`config.mk`:
```
export PLATFORM = sky130hd
export DESIGN_NAME = crc_packet_receiver_with_ack
export DESIGN_NICKNAME = d
export VERILOG_FILES = /design/src/hdl/crcrx_pkg.sv /design/src/hdl/crc_packet_receiver_with_ack.sv /design/src/hdl/crcrx_out_stage.sv
export VERILOG_INCLUDE_DIRS = /design/src /design/src/hdl
export SDC_FILE = /design/constraint.sdc
export NUM_CORES = 2
export LEC_CHECK = 0
export BUFFER_PORTS_ARGS = -buffer_cell sky130_fd_sc_hd__clkbuf_2
export CELL_PAD_IN_SITES_DETAIL_PLACEMENT = 0
export CELL_PAD_IN_SITES_GLOBAL_PLACEMENT = 1
export CORE_ASPECT_RATIO = 0.6
export CORE_MARGIN = 8
export CORE_UTILIZATION = 50
export DETAILED_ROUTE_END_ITERATION = 8
export PLACE_DENSITY = 0.82
export SLEW_MARGIN = 10
export SYNTH_ARGS = -nofsm -noshare
export SYNTH_HDL_FRONTEND = slang
export SYNTH_SLANG_ARGS = --single-unit
```
`constraint.sdc`:
```
create_clock -name clk_i -period 5.1 [get_ports clk_i]
set_clock_uncertainty 0.05 [all_clocks]
set_input_delay 1.02 -clock clk_i [delete_from_list [all_inputs] [get_ports clk_i]]
set_output_delay 1.02 -clock clk_i [all_outputs]
set_load 0.005 [all_outputs]
```
`src/hdl/crc_packet_receiver_with_ack_macros.svh`:
```
// Assertion macros for the CRC packet receiver.
// Included by the top level; needs nothing else.
`ifndef CRC_PACKET_RECEIVER_WITH_ACK_MACROS_SVH
`define CRC_PACKET_RECEIVER_WITH_ACK_MACROS_SVH

// Same-cycle implication, disabled while in reset.
`define CRCRX_ASSERT_IMP(name, clk, rstn, ante, cons, msg) \
  name: assert property (@(posedge clk) disable iff (!(rstn)) (ante) |-> (cons)) \
    else $error(msg);

// Next-cycle implication, disabled while in reset.
`define CRCRX_ASSERT_NXT(name, clk, rstn, ante, cons, msg) \
  name: assert property (@(posedge clk) disable iff (!(rstn)) (ante) |=> (cons)) \
    else $error(msg);

`endif

```
`src/hdl/crcrx_pkg.sv`:
```
// Shared types, constants and the CRC-8 byte step for the packet receiver.
// No dependencies.
`default_nettype none

package crcrx_pkg;

  localparam logic [7:0] FILL_BYTE  = 8'hff;
  localparam logic [7:0] LEN_SINGLE = 8'd1;

  localparam logic [7:0] POLY_RST = 8'd7;
  localparam logic [7:0] ACK_RST  = 8'd21;
  localparam logic [7:0] RETX_RST = 8'd25;

  // Configuration register indexes
  localparam logic [1:0] CFG_POLY = 2'd0;
  localparam logic [1:0] CFG_ACK  = 2'd1;
  localparam logic [1:0] CFG_RETX = 2'd2;

  // Result kinds
  localparam logic [1:0] KIND_TX    = 2'd0;
  localparam logic [1:0] KIND_POP   = 2'd1;
  localparam logic [1:0] KIND_EMPTY = 2'd2;

  typedef enum logic [5:0] {
    ST_IDLE   = 6'b000001,
    ST_SWEEP  = 6'b000010,
    ST_SWLAST = 6'b000100,
    ST_DECIDE = 6'b001000,
    ST_GEN    = 6'b010000,
    ST_POP    = 6'b100000
  } state_e;

  typedef enum logic [2:0] {
    PH_LEN  = 3'b001,
    PH_DATA = 3'b010,
    PH_CRC  = 3'b100
  } phase_e;

  // Generated packet kinds; the first three also record the last packet sent
  typedef enum logic [1:0] {
    GEN_ZERO  = 2'd0,
    GEN_ACK   = 2'd1,
    GEN_RETX  = 2'd2,
    GEN_EMPTY = 2'd3
  } gen_e;

  typedef struct packed {
    logic       req_type;
    logic [7:0] rx_byte;
  } crcrx_in_t;

  typedef struct packed {
    logic [1:0] out_kind;
    logic [7:0] out_byte;
    logic       out_last;
    logic       overflow;
    logic       packet_available;
  } crcrx_out_t;

  // One word handed to the output stage
  typedef struct packed {
    logic       src_mem;
    logic [7:0] gen_byte;
    logic [1:0] out_kind;
    logic       out_last;
    logic       overflow;
    logic       packet_available;
  } crcrx_issue_t;

  // Non-reflected CRC-8 update by one byte
  function automatic logic [7:0] crc8_byte(input logic [7:0] crc,
                                           input logic [7:0] data,
                                           input logic [7:0] poly);
    logic [7:0] c;
    c = crc ^ data;
    for (int b = 0; b < 8; b++) begin
      c = c[7] ? ({c[6:0], 1'b0} ^ poly) : {c[6:0], 1'b0};
    end
    return c;
  endfunction

endpackage

`default_nettype wire

```
`src/hdl/crc_packet_receiver_with_ack.sv`:
```
// Fixed-length packet receiver with CRC-8 check, ack and retransmit request.
// Depends on crcrx_pkg, crcrx_out_stage and the assertion macro header.
//
// Usage:
//   Input words carry req_type and rx_byte. A link byte (req_type 0) is
//   framed as length, DATA_BYTES data bytes, then CRC. Length and data bytes
//   are taken one per cycle and give no results. The CRC byte starts a sweep
//   of the frame memory (DATA_BYTES+1 reads, one per cycle) that checks the
//   CRC and copies the frame into the packet memory; a wait state and a
//   decision state follow, then an ack or retransmit-request packet of
//   DATA_BYTES+2 words may go out, one word per cycle unless the output
//   stalls. A pop (req_type 1) streams the head packet from the packet
//   memory at one word per cycle unless the output stalls; an empty pop
//   gives a single word. The input stalls while a sweep or a packet readout
//   is issuing; the next word is taken while the last results still drain
//   from the output stage.
//   Output stall holds the output register and backs up the readout.
//   Configuration writes are taken only while the input is idle.
//   Reset clears the parser, the FIFO pointers, the overflow flag and the
//   last-sent record (the all-zero packet); memories are not cleared.
`default_nettype none

`include "crc_packet_receiver_with_ack_macros.svh"

module crc_packet_receiver_with_ack import crcrx_pkg::*; #(
  parameter int DATA_BYTES = 16,
  parameter int FIFO_DEPTH = 8
) (
  input  logic       clk_i,
  input  logic       rst_ni,
  input  logic       in_valid_i,
  output logic       in_stall_o,
  input  crcrx_in_t  in_data_i,
  output logic       out_valid_o,
  input  logic       out_stall_i,
  output crcrx_out_t out_data_o,
  input  logic       cfg_valid_i,
  output logic       cfg_ready_o,
  input  logic [1:0] cfg_index_i,
  input  logic [7:0] cfg_data_i
);

  localparam int PKT_LEN  = DATA_BYTES + 2;
  localparam int FS_DEPTH = DATA_BYTES + 1;
  localparam int FS_AW    = $clog2(FS_DEPTH);
  localparam int KW       = $clog2(PKT_LEN);
  localparam int PW       = $clog2(FIFO_DEPTH);
  localparam int FM_DEPTH = FIFO_DEPTH * PKT_LEN;
  localparam int FM_AW    = $clog2(FM_DEPTH);

  localparam logic [FM_AW-1:0] PKT_LEN_A = FM_AW'(PKT_LEN);
  localparam logic [KW-1:0]    K_LAST    = KW'(PKT_LEN - 1);
  localparam logic [FS_AW-1:0] FS_LAST   = FS_AW'(DATA_BYTES);

  function automatic logic [PW-1:0] ptr_next(input logic [PW-1:0] p);
    return (p == PW'(FIFO_DEPTH - 1)) ? '0 : p + 1'b1;
  endfunction

  state_e             state_q, state_d;
  phase_e             phase_q, phase_d;
  logic [FS_AW-1:0]   pos_q, pos_d;
  logic [7:0]         poly_q, ack_q, retx_q;
  logic [PW-1:0]      wp_q, wp_d, rp_q, rp_d;
  gen_e               last_sent_q, last_sent_d;
  logic               ovf_pend_q, ovf_pend_d;
  logic [KW-1:0]      k_q, k_d;
  logic [7:0]         crc_q, crc_d;
  logic [7:0]         rx_crc_q, rx_crc_d;
  logic               len_one_q, len_one_d;
  logic               is_ack_q, is_ack_d;
  logic               is_retx_q, is_retx_d;
  logic               fill_ok_q, fill_ok_d;
  logic               fr_vld_q;
  logic [FS_AW-1:0]   fr_idx_q;
  logic [7:0]         fr_rd_q;
  gen_e               gen_kind_q, gen_kind_d;
  logic               em_ov_q, em_ov_d;
  logic               em_av_q, em_av_d;
  logic [FM_AW-1:0]   addr_q, addr_d;
  logic [FM_AW-1:0]   wbase_q, wbase_d;
  logic [7:0]         fm_rd_q;

  logic [7:0]         frame_mem [FS_DEPTH];
  logic [7:0]         fifo_mem  [FM_DEPTH];

  logic               in_acc;
  logic               fr_we;
  logic [FS_AW-1:0]   fr_waddr;
  logic               fr_re;
  logic               fm_we;
  logic [FM_AW-1:0]   fm_waddr;
  logic [7:0]         fm_wdata;
  logic               fm_re;
  logic               issue_valid;
  logic               issue_ready;
  crcrx_issue_t       issue;
  logic [7:0]         gen_byte;
  logic [7:0]         gen_code;
  logic [PW-1:0]      wp_nx;
  logic [PW-1:0]      rp_nx;
  logic               single_ok;

  assign in_stall_o  = (state_q != ST_IDLE);
  assign cfg_ready_o = (state_q == ST_IDLE);
  assign in_acc      = in_valid_i && !in_stall_o;
  assign wp_nx       = ptr_next(wp_q);
  assign rp_nx       = ptr_next(rp_q);
  assign single_ok   = len_one_q && fill_ok_q;
  assign gen_code    = (gen_kind_q == GEN_ACK) ? ack_q : retx_q;

  // Byte of a generated packet at position k
  always_comb begin
    case (gen_kind_q)
      GEN_ACK, GEN_RETX: begin
        if (k_q == '0) begin
          gen_byte = LEN_SINGLE;
        end else if (k_q == KW'(1)) begin
          gen_byte = gen_code;
        end else if (k_q == K_LAST) begin
          gen_byte = crc_q;
        end else begin
          gen_byte = FILL_BYTE;
        end
      end
      default: gen_byte = 8'd0;
    endcase
  end

  always_comb begin
    issue_valid = (state_q == ST_GEN) || (state_q == ST_POP);
    issue.src_mem          = (state_q == ST_POP);
    issue.gen_byte         = gen_byte;
    issue.overflow         = em_ov_q;
    issue.packet_available = em_av_q;
    if (state_q == ST_POP) begin
      issue.out_kind = KIND_POP;
      issue.out_last = (k_q == K_LAST);
    end else if (gen_kind_q == GEN_EMPTY) begin
      issue.out_kind = KIND_EMPTY;
      issue.out_last = 1'b1;
    end else begin
      issue.out_kind = KIND_TX;
      issue.out_last = (k_q == K_LAST);
    end
  end

  always_comb begin
    state_d     = state_q;
    phase_d     = phase_q;
    pos_d       = pos_q;
    wp_d        = wp_q;
    rp_d        = rp_q;
    last_sent_d = last_sent_q;
    ovf_pend_d  = ovf_pend_q;
    k_d         = k_q;
    crc_d       = crc_q;
    rx_crc_d    = rx_crc_q;
    len_one_d   = len_one_q;
    is_ack_d    = is_ack_q;
    is_retx_d   = is_retx_q;
    fill_ok_d   = fill_ok_q;
    gen_kind_d  = gen_kind_q;
    em_ov_d     = em_ov_q;
    em_av_d     = em_av_q;
    addr_d      = addr_q;
    wbase_d     = wbase_q;
    fr_we       = 1'b0;
    fr_waddr    = '0;
    fr_re       = 1'b0;
    fm_we       = 1'b0;
    fm_waddr    = wbase_q + FM_AW'(fr_idx_q);
    fm_wdata    = fr_rd_q;
    fm_re       = 1'b0;

    // Frame sweep data: fold into the CRC, check the single-byte pattern, copy
    if (fr_vld_q) begin
      crc_d = crc8_byte(crc_q, fr_rd_q, poly_q);
      fm_we = 1'b1;
      if (fr_idx_q == '0) begin
        len_one_d = (fr_rd_q == LEN_SINGLE);
      end else if (fr_idx_q == FS_AW'(1)) begin
        is_ack_d  = (fr_rd_q == ack_q);
        is_retx_d = (fr_rd_q == retx_q);
      end else begin
        fill_ok_d = fill_ok_q && (fr_rd_q == FILL_BYTE);
      end
    end

    case (state_q)
      ST_IDLE: begin
        if (in_acc) begin
          if (in_data_i.req_type) begin
            em_ov_d    = ovf_pend_q;
            ovf_pend_d = 1'b0;
            k_d        = '0;
            if (rp_q == wp_q) begin
              gen_kind_d = GEN_EMPTY;
              em_av_d    = 1'b0;
              state_d    = ST_GEN;
            end else begin
              addr_d  = FM_AW'(rp_q) * PKT_LEN_A;
              rp_d    = rp_nx;
              em_av_d = (rp_nx != wp_q);
              state_d = ST_POP;
            end
          end else begin
            case (phase_q)
              PH_DATA: begin
                fr_we    = 1'b1;
                fr_waddr = pos_q + 1'b1;
                if (pos_q == FS_AW'(DATA_BYTES - 1)) begin
                  pos_d   = '0;
                  phase_d = PH_CRC;
                end else begin
                  pos_d = pos_q + 1'b1;
                end
              end
              PH_CRC: begin
                rx_crc_d  = in_data_i.rx_byte;
                phase_d   = PH_LEN;
                k_d       = '0;
                crc_d     = 8'd0;
                len_one_d = 1'b0;
                is_ack_d  = 1'b0;
                is_retx_d = 1'b0;
                fill_ok_d = 1'b1;
                wbase_d   = FM_AW'(wp_q) * PKT_LEN_A;
                state_d   = ST_SWEEP;
              end
              default: begin
                fr_we    = 1'b1;
                fr_waddr = '0;
                pos_d    = '0;
                phase_d  = PH_DATA;
              end
            endcase
          end
        end
      end
      ST_SWEEP: begin
        fr_re = 1'b1;
        k_d   = k_q + 1'b1;
        if (k_q == KW'(DATA_BYTES)) begin
          state_d = ST_SWLAST;
        end
      end
      ST_SWLAST: begin
        state_d = ST_DECIDE;
      end
      ST_DECIDE: begin
        // Slot at the write pointer is always free: store the CRC byte there
        fm_we    = 1'b1;
        fm_waddr = wbase_q + PKT_LEN_A - 1'b1;
        fm_wdata = rx_crc_q;
        k_d      = '0;
        crc_d    = 8'd0;
        em_ov_d  = ovf_pend_q;
        em_av_d  = (rp_q != wp_q);
        state_d  = ST_GEN;
        if (rx_crc_q != crc_q) begin
          last_sent_d = GEN_RETX;
          gen_kind_d  = GEN_RETX;
          ovf_pend_d  = 1'b0;
        end else if (single_ok && is_ack_q) begin
          state_d = ST_IDLE;
        end else if (single_ok && is_retx_q) begin
          gen_kind_d = last_sent_q;
          ovf_pend_d = 1'b0;
        end else if (wp_nx == rp_q) begin
          // Drop the packet and flag it on the next results
          ovf_pend_d = 1'b1;
          state_d    = ST_IDLE;
        end else begin
          wp_d        = wp_nx;
          last_sent_d = GEN_ACK;
          gen_kind_d  = GEN_ACK;
          ovf_pend_d  = 1'b0;
          em_av_d     = 1'b1;
        end
      end
      ST_GEN: begin
        if (issue_ready) begin
          if ((gen_kind_q == GEN_ACK || gen_kind_q == GEN_RETX) && k_q != K_LAST) begin
            crc_d = crc8_byte(crc_q, gen_byte, poly_q);
          end
          k_d = k_q + 1'b1;
          if (issue.out_last) begin
            k_d     = '0;
            state_d = ST_IDLE;
          end
        end
      end
      ST_POP: begin
        if (issue_ready) begin
          fm_re  = 1'b1;
          addr_d = addr_q + 1'b1;
          k_d    = k_q + 1'b1;
          if (k_q == K_LAST) begin
            k_d     = '0;
            state_d = ST_IDLE;
          end
        end
      end
      default: begin
        state_d = ST_IDLE;
      end
    endcase
  end

  always_ff @(posedge clk_i or negedge rst_ni) begin
    if (!rst_ni) begin
      state_q     <= ST_IDLE;
      phase_q     <= PH_LEN;
      pos_q       <= '0;
      poly_q      <= POLY_RST;
      ack_q       <= ACK_RST;
      retx_q      <= RETX_RST;
      wp_q        <= '0;
      rp_q        <= '0;
      last_sent_q <= GEN_ZERO;
      ovf_pend_q  <= 1'b0;
      k_q         <= '0;
      gen_kind_q  <= GEN_ZERO;
      fr_vld_q    <= 1'b0;
    end else begin
      state_q     <= state_d;
      phase_q     <= phase_d;
      pos_q       <= pos_d;
      wp_q        <= wp_d;
      rp_q        <= rp_d;
      last_sent_q <= last_sent_d;
      ovf_pend_q  <= ovf_pend_d;
      k_q         <= k_d;
      gen_kind_q  <= gen_kind_d;
      fr_vld_q    <= fr_re;
      if (cfg_valid_i && cfg_ready_o) begin
        case (cfg_index_i)
          CFG_POLY: poly_q <= cfg_data_i;
          CFG_ACK:  ack_q  <= cfg_data_i;
          CFG_RETX: retx_q <= cfg_data_i;
          default: ;
        endcase
      end
    end
  end

  always_ff @(posedge clk_i) begin
    crc_q     <= crc_d;
    rx_crc_q  <= rx_crc_d;
    len_one_q <= len_one_d;
    is_ack_q  <= is_ack_d;
    is_retx_q <= is_retx_d;
    fill_ok_q <= fill_ok_d;
    em_ov_q   <= em_ov_d;
    em_av_q   <= em_av_d;
    addr_q    <= addr_d;
    wbase_q   <= wbase_d;
    fr_idx_q  <= k_q[FS_AW-1:0];
  end

  // Frame store
  always_ff @(posedge clk_i) begin
    if (fr_we) begin
      frame_mem[fr_waddr] <= in_data_i.rx_byte;
    end
    if (fr_re) begin
      fr_rd_q <= frame_mem[k_q[FS_AW-1:0]];
    end
  end

  // Packet FIFO store
  always_ff @(posedge clk_i) begin
    if (fm_we) begin
      fifo_mem[fm_waddr] <= fm_wdata;
    end
    if (fm_re) begin
      fm_rd_q <= fifo_mem[addr_q];
    end
  end

  crcrx_out_stage u_out_stage (
    .clk_i         (clk_i),
    .rst_ni        (rst_ni),
    .issue_valid_i (issue_valid),
    .issue_i       (issue),
    .issue_ready_o (issue_ready),
    .mem_byte_i    (fm_rd_q),
    .out_valid_o   (out_valid_o),
    .out_stall_i   (out_stall_i),
    .out_data_o    (out_data_o)
  );

  `CRCRX_ASSERT_NXT(a_sweep_end, clk_i, rst_ni, fr_vld_q && fr_idx_q == FS_LAST, state_q == ST_DECIDE, "frame sweep did not end in decide")
  `CRCRX_ASSERT_IMP(a_no_sweep_on_accept, clk_i, rst_ni, in_acc, !fr_vld_q, "word accepted during frame sweep")
  `CRCRX_ASSERT_IMP(a_empty_pop_word, clk_i, rst_ni, out_valid_o && out_data_o.out_kind == KIND_EMPTY, out_data_o.out_byte == 8'd0 && out_data_o.out_last, "bad empty-pop word")

endmodule

`default_nettype wire

```
`src/hdl/crcrx_out_stage.sv`:
```
// Two-stage output pipeline: a byte stage behind the packet memory read
// register and the output register. Depends on crcrx_pkg.
`default_nettype none

module crcrx_out_stage import crcrx_pkg::*; (
  input  logic         clk_i,
  input  logic         rst_ni,
  input  logic         issue_valid_i,
  input  crcrx_issue_t issue_i,
  output logic         issue_ready_o,
  input  logic [7:0]   mem_byte_i,
  output logic         out_valid_o,
  input  logic         out_stall_i,
  output crcrx_out_t   out_data_o
);

  logic         s1_vld_q;
  crcrx_issue_t s1_q;
  logic         out_valid_q;
  crcrx_out_t   out_q;
  logic         s2_free;
  logic         s1_move;

  assign s2_free       = !out_valid_q || !out_stall_i;
  assign s1_move       = s1_vld_q && s2_free;
  assign issue_ready_o = !s1_vld_q || s2_free;

  always_ff @(posedge clk_i or negedge rst_ni) begin
    if (!rst_ni) begin
      s1_vld_q    <= 1'b0;
      out_valid_q <= 1'b0;
    end else begin
      if (issue_valid_i && issue_ready_o) begin
        s1_vld_q <= 1'b1;
      end else if (s1_move) begin
        s1_vld_q <= 1'b0;
      end
      if (s1_move) begin
        out_valid_q <= 1'b1;
      end else if (!out_stall_i) begin
        out_valid_q <= 1'b0;
      end
    end
  end

  // The memory read register holds while the byte stage waits
  always_ff @(posedge clk_i) begin
    if (issue_valid_i && issue_ready_o) begin
      s1_q <= issue_i;
    end
    if (s1_move) begin
      out_q.out_kind         <= s1_q.out_kind;
      out_q.out_byte         <= s1_q.src_mem ? mem_byte_i : s1_q.gen_byte;
      out_q.out_last         <= s1_q.out_last;
      out_q.overflow         <= s1_q.overflow;
      out_q.packet_available <= s1_q.packet_available;
    end
  end

  assign out_valid_o = out_valid_q;
  assign out_data_o  = out_q;

endmodule

`default_nettype wire

```
# Word level (Yosys, flattened, before mapping)
# Memory sizes are Yosys's and may differ from the RTL's. A register that Yosys moved wholly into a read port is not among the register bits.
# Index checks and enable logic that the tools add are counted.
# word_totals
register_bits	126
latch_bits	0
mem_bits_rw	1288
mem_bits_ro	0
inputBits	24
out_inout_bits	16
elab_cells	305
memories	2
# memory_table
memory	depth	width	read_ports	rd_ports_with_merged_regs	write_ports	line	text
fifo_mem	144	8	1	1	1	crc_packet_receiver_with_ack.sv:84	logic [7:0] fifo_mem [FM_DEPTH];
frame_mem	17	8	1	1	1	crc_packet_receiver_with_ack.sv:83	logic [7:0] frame_mem [FS_DEPTH];
# op_classes
addsub	8
mul	2
n_div	0
magnitude_cmp	0
eq_ne	48
shifts	0
mux	143
n_bitwise	25
reduce_logical	40
# ops
operator	n
2-to-1 mux 8 bit	34
bitwise XOR 8 bit	18
2-to-1 mux 5 bit	16
2-to-1 mux 1 bit	60
2-to-1 mux 6 bit	9
case mux 6 bit (6 select lines)	1
case mux 5 bit (5 select lines)	1
case mux 8 bit (3 select lines)	1
AND reduction 4 bit	6
2-to-1 mux 2 bit	10
!= test 2 bit, second input constant	9
equality test 8 bit	2
case mux 8 bit (2 select lines)	1
AND reduction 5 bit	3
multiplier 3 x 4 -> 7 bit, second input constant	2
2-to-1 mux 3 bit	4
adder 5 x 1 -> 5 bit, second input constant	2
equality test 5 x 1 -> 1 bit, second input constant	2
equality test 5 bit, second input constant	2
logical NOT 5 bit	2
!= test 2 x 1 -> 1 bit, second input constant	5
case mux 5 bit (2 select lines)	1
equality test 3 bit, second input constant	3
logical AND 1 bit	9
39 further kinds	63

# Logic depth before layout (Yosys ltp)
# logic_depth
ltp_word	25
depth_mapped	22
mapped_depth_nobuf	16

# Cells and area by module
# From an unflattened synthesis, not the netlist that was laid out.
# hier_totals
hier_cells	3316
area_unflattened_um2	59320.6
# modules_own_cells
module	instances	cells_per_inst	area_per_inst_um2	seq_area_each_um2
crc_packet_receiver_with_ack	1	3273	58295.9	41518.6
crcrx_out_stage	1	43	1024.7	860.8

# Least setup slack after synthesis
# OpenSTA, ideal clock, no wires.
# synth_path
path_type	reg2reg
start	register k_q[0]
end	register crc_q[2]
setup_time_ps	92
arrival_ps	5089
slack_ps	-131
stages_incl_launch_ff	21
period_less_slack_ps	5231
cell_sequence	dfrtp_1 -> clkbuf_1 -> buf_1 -> inv_1 -> ha_1 -> nor4b_4 -> or3_4 -> o22ai_4 -> nor3_1 -> o31a_1 -> nor2_4 -> xnor3_1 -> and3_4 -> o31a_1 -> buf_6 -> a311oi_1 -> o2bb2a_4 -> buf_8 -> xnor2_2 -> o21a_1 -> o32ai_1
# synth_via
elab_chain_len	24
# synth_rtl
item	line	text
start: declaration	crc_packet_receiver_with_ack.sv:66	logic [KW-1:0] k_q, k_d;
start signal: assignment	crc_packet_receiver_with_ack.sv:333	k_q <= k_d;
equality test 5 bit	crc_packet_receiver_with_ack.sv:119	end else if (k_q == K_LAST) begin
2-to-1 mux 8 bit	crc_packet_receiver_with_ack.sv:119	
2-to-1 mux 8 bit	crc_packet_receiver_with_ack.sv:117	end else if (k_q == KW'(1)) begin
2-to-1 mux 8 bit	crc_packet_receiver_with_ack.sv:115	if (k_q == '0) begin
2-to-1 mux 8 bit	crc_packet_receiver_with_ack.sv:113	case (gen_kind_q)
bitwise XOR 8 bit	crcrx_pkg.sv:75	c = crc ^ data;
bitwise XOR 8 bit	crcrx_pkg.sv:77	c = c[7] ? ({c[6:0], 1'b0} ^ poly) : {c[6:0], 1'b0};
2-to-1 mux 8 bit	crcrx_pkg.sv:77	
[... 9 more ...]	n/a	
bitwise XOR 8 bit or 2-to-1 mux 8 bit (tied branches)	crcrx_pkg.sv:77	
2-to-1 mux 8 bit or bitwise XOR 8 bit (tied branches)	crcrx_pkg.sv:77	
bitwise XOR 8 bit or 2-to-1 mux 8 bit (tied branches)	crcrx_pkg.sv:77	
2-to-1 mux 8 bit	crcrx_pkg.sv:77	
2-to-1 mux 8 bit *	crc_packet_receiver_with_ack.sv:283	if ((gen_kind_q == GEN_ACK || gen_kind_q == GEN_RETX) && k_q != K_LAST) begin
2-to-1 mux 8 bit *	crc_packet_receiver_with_ack.sv:282	if (issue_ready) begin
case mux 8 bit (3 select lines) *	crc_packet_receiver_with_ack.sv:189	case (state_q)
via crc_d[2]	crc_packet_receiver_with_ack.sv:67	logic [7:0] crc_q, crc_d;
end signal: assignment	crc_packet_receiver_with_ack.sv:348	crc_q <= crc_d;
end: declaration	crc_packet_receiver_with_ack.sv:67	
# The timed path passes the listed nets; every way through them passes the cells marked *.
# A chain may end at the register's enable or synchronous reset.

# Final worst setup path
# Same ends and word-level chain as after synthesis.

==> flow_summary.json <==
{
  "synth_edf_count": 1352,
  "syn_nets": 3413,
  "yosys_register_bits": 1426,
  "antenna_found_initial": 8,
  "post_drt_wl_per_cell_um": 28.2,
  "path_cells": "inv_1 > ha_1 > nor4b_4 > a211oi_2 > buf_4 > mux2i_2 > buf_4 > nor3_2 > o31a_1 > nor2_4 > xnor3_1 > and3_4 > o31a_1 > a311oi_1 > o2bb2a_4 > xnor2_2 > o21a_1 > o32ai_1",
  "stdcell_count": 5203,
  "reg2reg_slack_ns": 0.18,
  "worstReg2RegStart": "k_q[0]$_DFFE_PN0P_",
  "fin_util": 0.560,
  "routed_wl_mm": 147,
  "worstSetupPathType": "reg -> reg",
  "ys_async_sr_fraction": 0.0400,
  "synth_area_sq_um": 59700,
  "max_freq_mhz": 203,
  "finalSetupViolations": 0,
  "synthCells": 3370,
  "dp_cells": 4987,
  "fin_crit_sh": 0.965,
  "die_h_um": 284,
  "ctsRootBufferMaster": "clkbuf_16",
  "clk_pin_slew_ns": 0.07,
  "max_stage_delay_ns": 0.45,
  "ios": 40,
  "cts_buffer_depth": 3,
  "ant_nets": 0,
  "fillers": 8852,
  "viasPerCell": 6.27,
  "first_pass_iters": 6,
  "areaGrowthSynthToFinish_pct": 11.3,
  "min_path_type": "in -> async",
  "r2r_cells": 18,
  "ir_drop_uv": 778,
  "grt_pass1_wl_mm": 216,
  "finalMaxSlewViolations": 0,
  "timing_hold_violations_final": 0,
  "cts.sinks": 1426,
  "cts_buffers": 116,
  "power_density_nw_per_um2": 622,
  "cap_violations": 0,
  "status": "complete, no violations",
  "power_mw": 41.4,
  "worst_slew_pin_slew_ns": 1.19,
  "synth_commonest_cells": "edfxtp_1 (1352), mux4_2 (315), nor2_1 (235)",
  "synth.avg_cell_area_sq_um": 17.7,
  "dp_hpwl_mm": 93.5,
  "synth_area_leaders": "edfxtp_1 (68%), mux4_2 (12%), mux2i_1 (2.3%), dfrtp_1 (1.9%), nor2_1 (1.5%)",
  "overflow": 0,
  "regToRegEndpoint": "crc_q[2]$_DFF_P_",
  "slowest_stage": "xnor3_1",
  "start_kind": "flip-flop",
  "ys_seq_area_frac": 0.710,
  "grt_usage": 0.221,
  "io_buffer_count": 39,
  "start_util": 0.503,
  "grt_start_max_net_pins": 145,
  "fin_crit_ns": 4.92,
  "fin_setup_tns_ns": 0,
  "synth_top_area_frac": 0.680,
  "crit_path_end_kind": "flip-flop",
  "drive_gt1_frac": 0.232,
  "slew_headroom": 0.207,
  "vias": 32600,
  "fin_hold_ws_ns": 0.191,
  "multiInputGateArea_sq_um": 16600,
  "synth_warnings": 0,
  "synth_cell_types": 88,
  "tritoncts": "done",
  "htreeDepth": 3,
  "synth_most_common_cell": "edfxtp_1",
  "arrival_ns": 5.49,
  "die_w_um": 462,
  "die-area_sq_um": 131000,
  "grt_pass1_vias": 30900,
  "nNetsFinal": 3550,
  "clk-insertion-delay-late_ns": 0.76,
  "p_leak_nw": 21.4,
  "num_rows": 98,
  "seqCellArea_sq_um": 42400,
  "gp_congestion": 0.906,
  "core_sq_um": 119000,
  "critical_path_required_ns": 5.67,
  "drt-initial-drc-count": 4712,
  "yosys_most_used_dff": "edfxtp_1",
  "worstPathMaxFanout": 11,
  "drc": 0,
  "post-synth-top-area-cell": "edfxtp_1"
}
[cell usage in the layout, fill, tap and decap left out, drive strengths merged, types with 6 or more instances in the layout]
cell / netlist / routed
o21ai: 110 / 110
dfrtp: 46 / 46
dfxtp: 17 / 17
or2: 8 / 8
o22a: 6 / 6
and3: 14 / 14
o211ai: 7 / 7
edfxtp: 1352 / 1352
nor2: 237 / 237
or3: 7 / 7
xnor2: 90 / 90
nand3: 49 / 49
and4: 7 / 7
inv: 26 / 31
dfstp: 11 / 11
mux4: 315 / 315
bufinv: 0 / 10
nand2: 205 / 205
o21a: 10 / 10
nor4: 12 / 12
xnor3: 8 / 8
o221ai: 37 / 37
mux2: 75 / 75
a21oi: 112 / 112
clkbuf: 135 / 184
nor3: 18 / 18
mux2i: 136 / 136
nand4: 14 / 14
a211oi: 27 / 27
xor2: 31 / 31
buf: 62 / 177
and2: 13 / 13
a21o: 14 / 14
a31oi: 8 / 8
nor2b: 6 / 6
o22ai: 48 / 48
clkinv: 4 / 51
ha: 18 / 18
[worst max path at each step]
stage	start	endpoint	cells after the start
2_1_floorplan	k_q[1]$_DFFE_PN0P_	crc_q[2]$_DFF_P_	21
3_3_place_gp	gen_kind_q[1]$_DFFE_PN0P_	crc_q[5]$_DFF_P_	17
3_5_place_dp	gen_kind_q[1]$_DFFE_PN0P_	crc_q[2]$_DFF_P_	17
4_1_cts	gen_kind_q[1]$_DFFE_PN0P_	crc_q[2]$_DFF_P_	17
5_1_grt	k_q[1]$_DFFE_PN0P_	crc_q[2]$_DFF_P_	18
6_report	k_q[0]$_DFFE_PN0P_	crc_q[2]$_DFF_P_	18
[metal layers]
layer | vias up | routed length, um | share of wire | GRT usage
met2 | 1862 | 62000 | 0.42 | 0.301
met4 | 2 | 2650 | 0.018 | 0.0443
met5 | - | 16 | 0.00011 | 0
met1 | 16800 | 65400 | 0.44 | 0.360
li1 | 13800 | - | - | -
met3 | 200 | 16900 | 0.12 | 0.0530
[layout make-up]
class	count	share of cell area
Sequential cell	1426	0.638
Multi-Input combinational cell	1717	0.250
Clock buffer	145	0.0453
Tap cell	1600	0.0301
Timing Repair Buffer	216	0.0252
Clock inverter	67	0.0104
Inverter	30	0.00169
Antenna cell	2	0.0000753
[registers in the layout, summed over array words and instances (netlist names), 6 cells and up]
register	cells
fifo_mem	1152
addr_q	8
state_q	6
rx_crc_q	8
poly_q	8
u_out_stage.out_data_o	13
crc_q	8
frame_mem	136
fm_rd_q	8
retx_q	8
fr_rd_q	8
ack_q	8
u_out_stage.s1_q	14
[kinds of logic after synthesis]
logic type / count (synthesis) / synth area share
adders and majority gates: 19 / 0.00411
DFF: 1426 / 0.710
AOI/OAI and AO/OA: 431 / 0.0467
and+or+nand+nor: 610 / 0.0462
buffers and inverters: 227 / 0.0153
xor gates and xnor gates: 131 / 0.0222
muxes: 526 / 0.156
[where the power goes]
group | switching (mW) | internal [mW] | total (mW)
sequential | 0.589 | 13.6 | 14.2
clock | 4.15 | 4.72 | 8.88
combinational | 10.5 | 7.76 | 18.3
[repair_timing]
item                       4_1_cts  5_1_grt
hold buffers                     0        0
gates resized for setup          0       14
buffers inserted                 0        2
setup endpoints to repair        0        8
[stage by stage]
step                      setup slack, ns  area, sq um
after floorplan                    0.0774        59700
after global placement              0.151        62700
after detailed placement           0.0298        62700
after CTS                          0.0215        66400
after global routing             -0.00514        66500
final                               0.178        66500
[critical path, delay by kind of cell (launching register included)]
family,cells,cell delay (ns)
buf+inv,3,0.48
flops,1,0.41
fa+ha+maj,1,0.22
mux,1,0.19
simple gates,4,0.87
compound gates,7,1.95
xor+xnor,2,0.62
(Power assumes the default switching activity.)
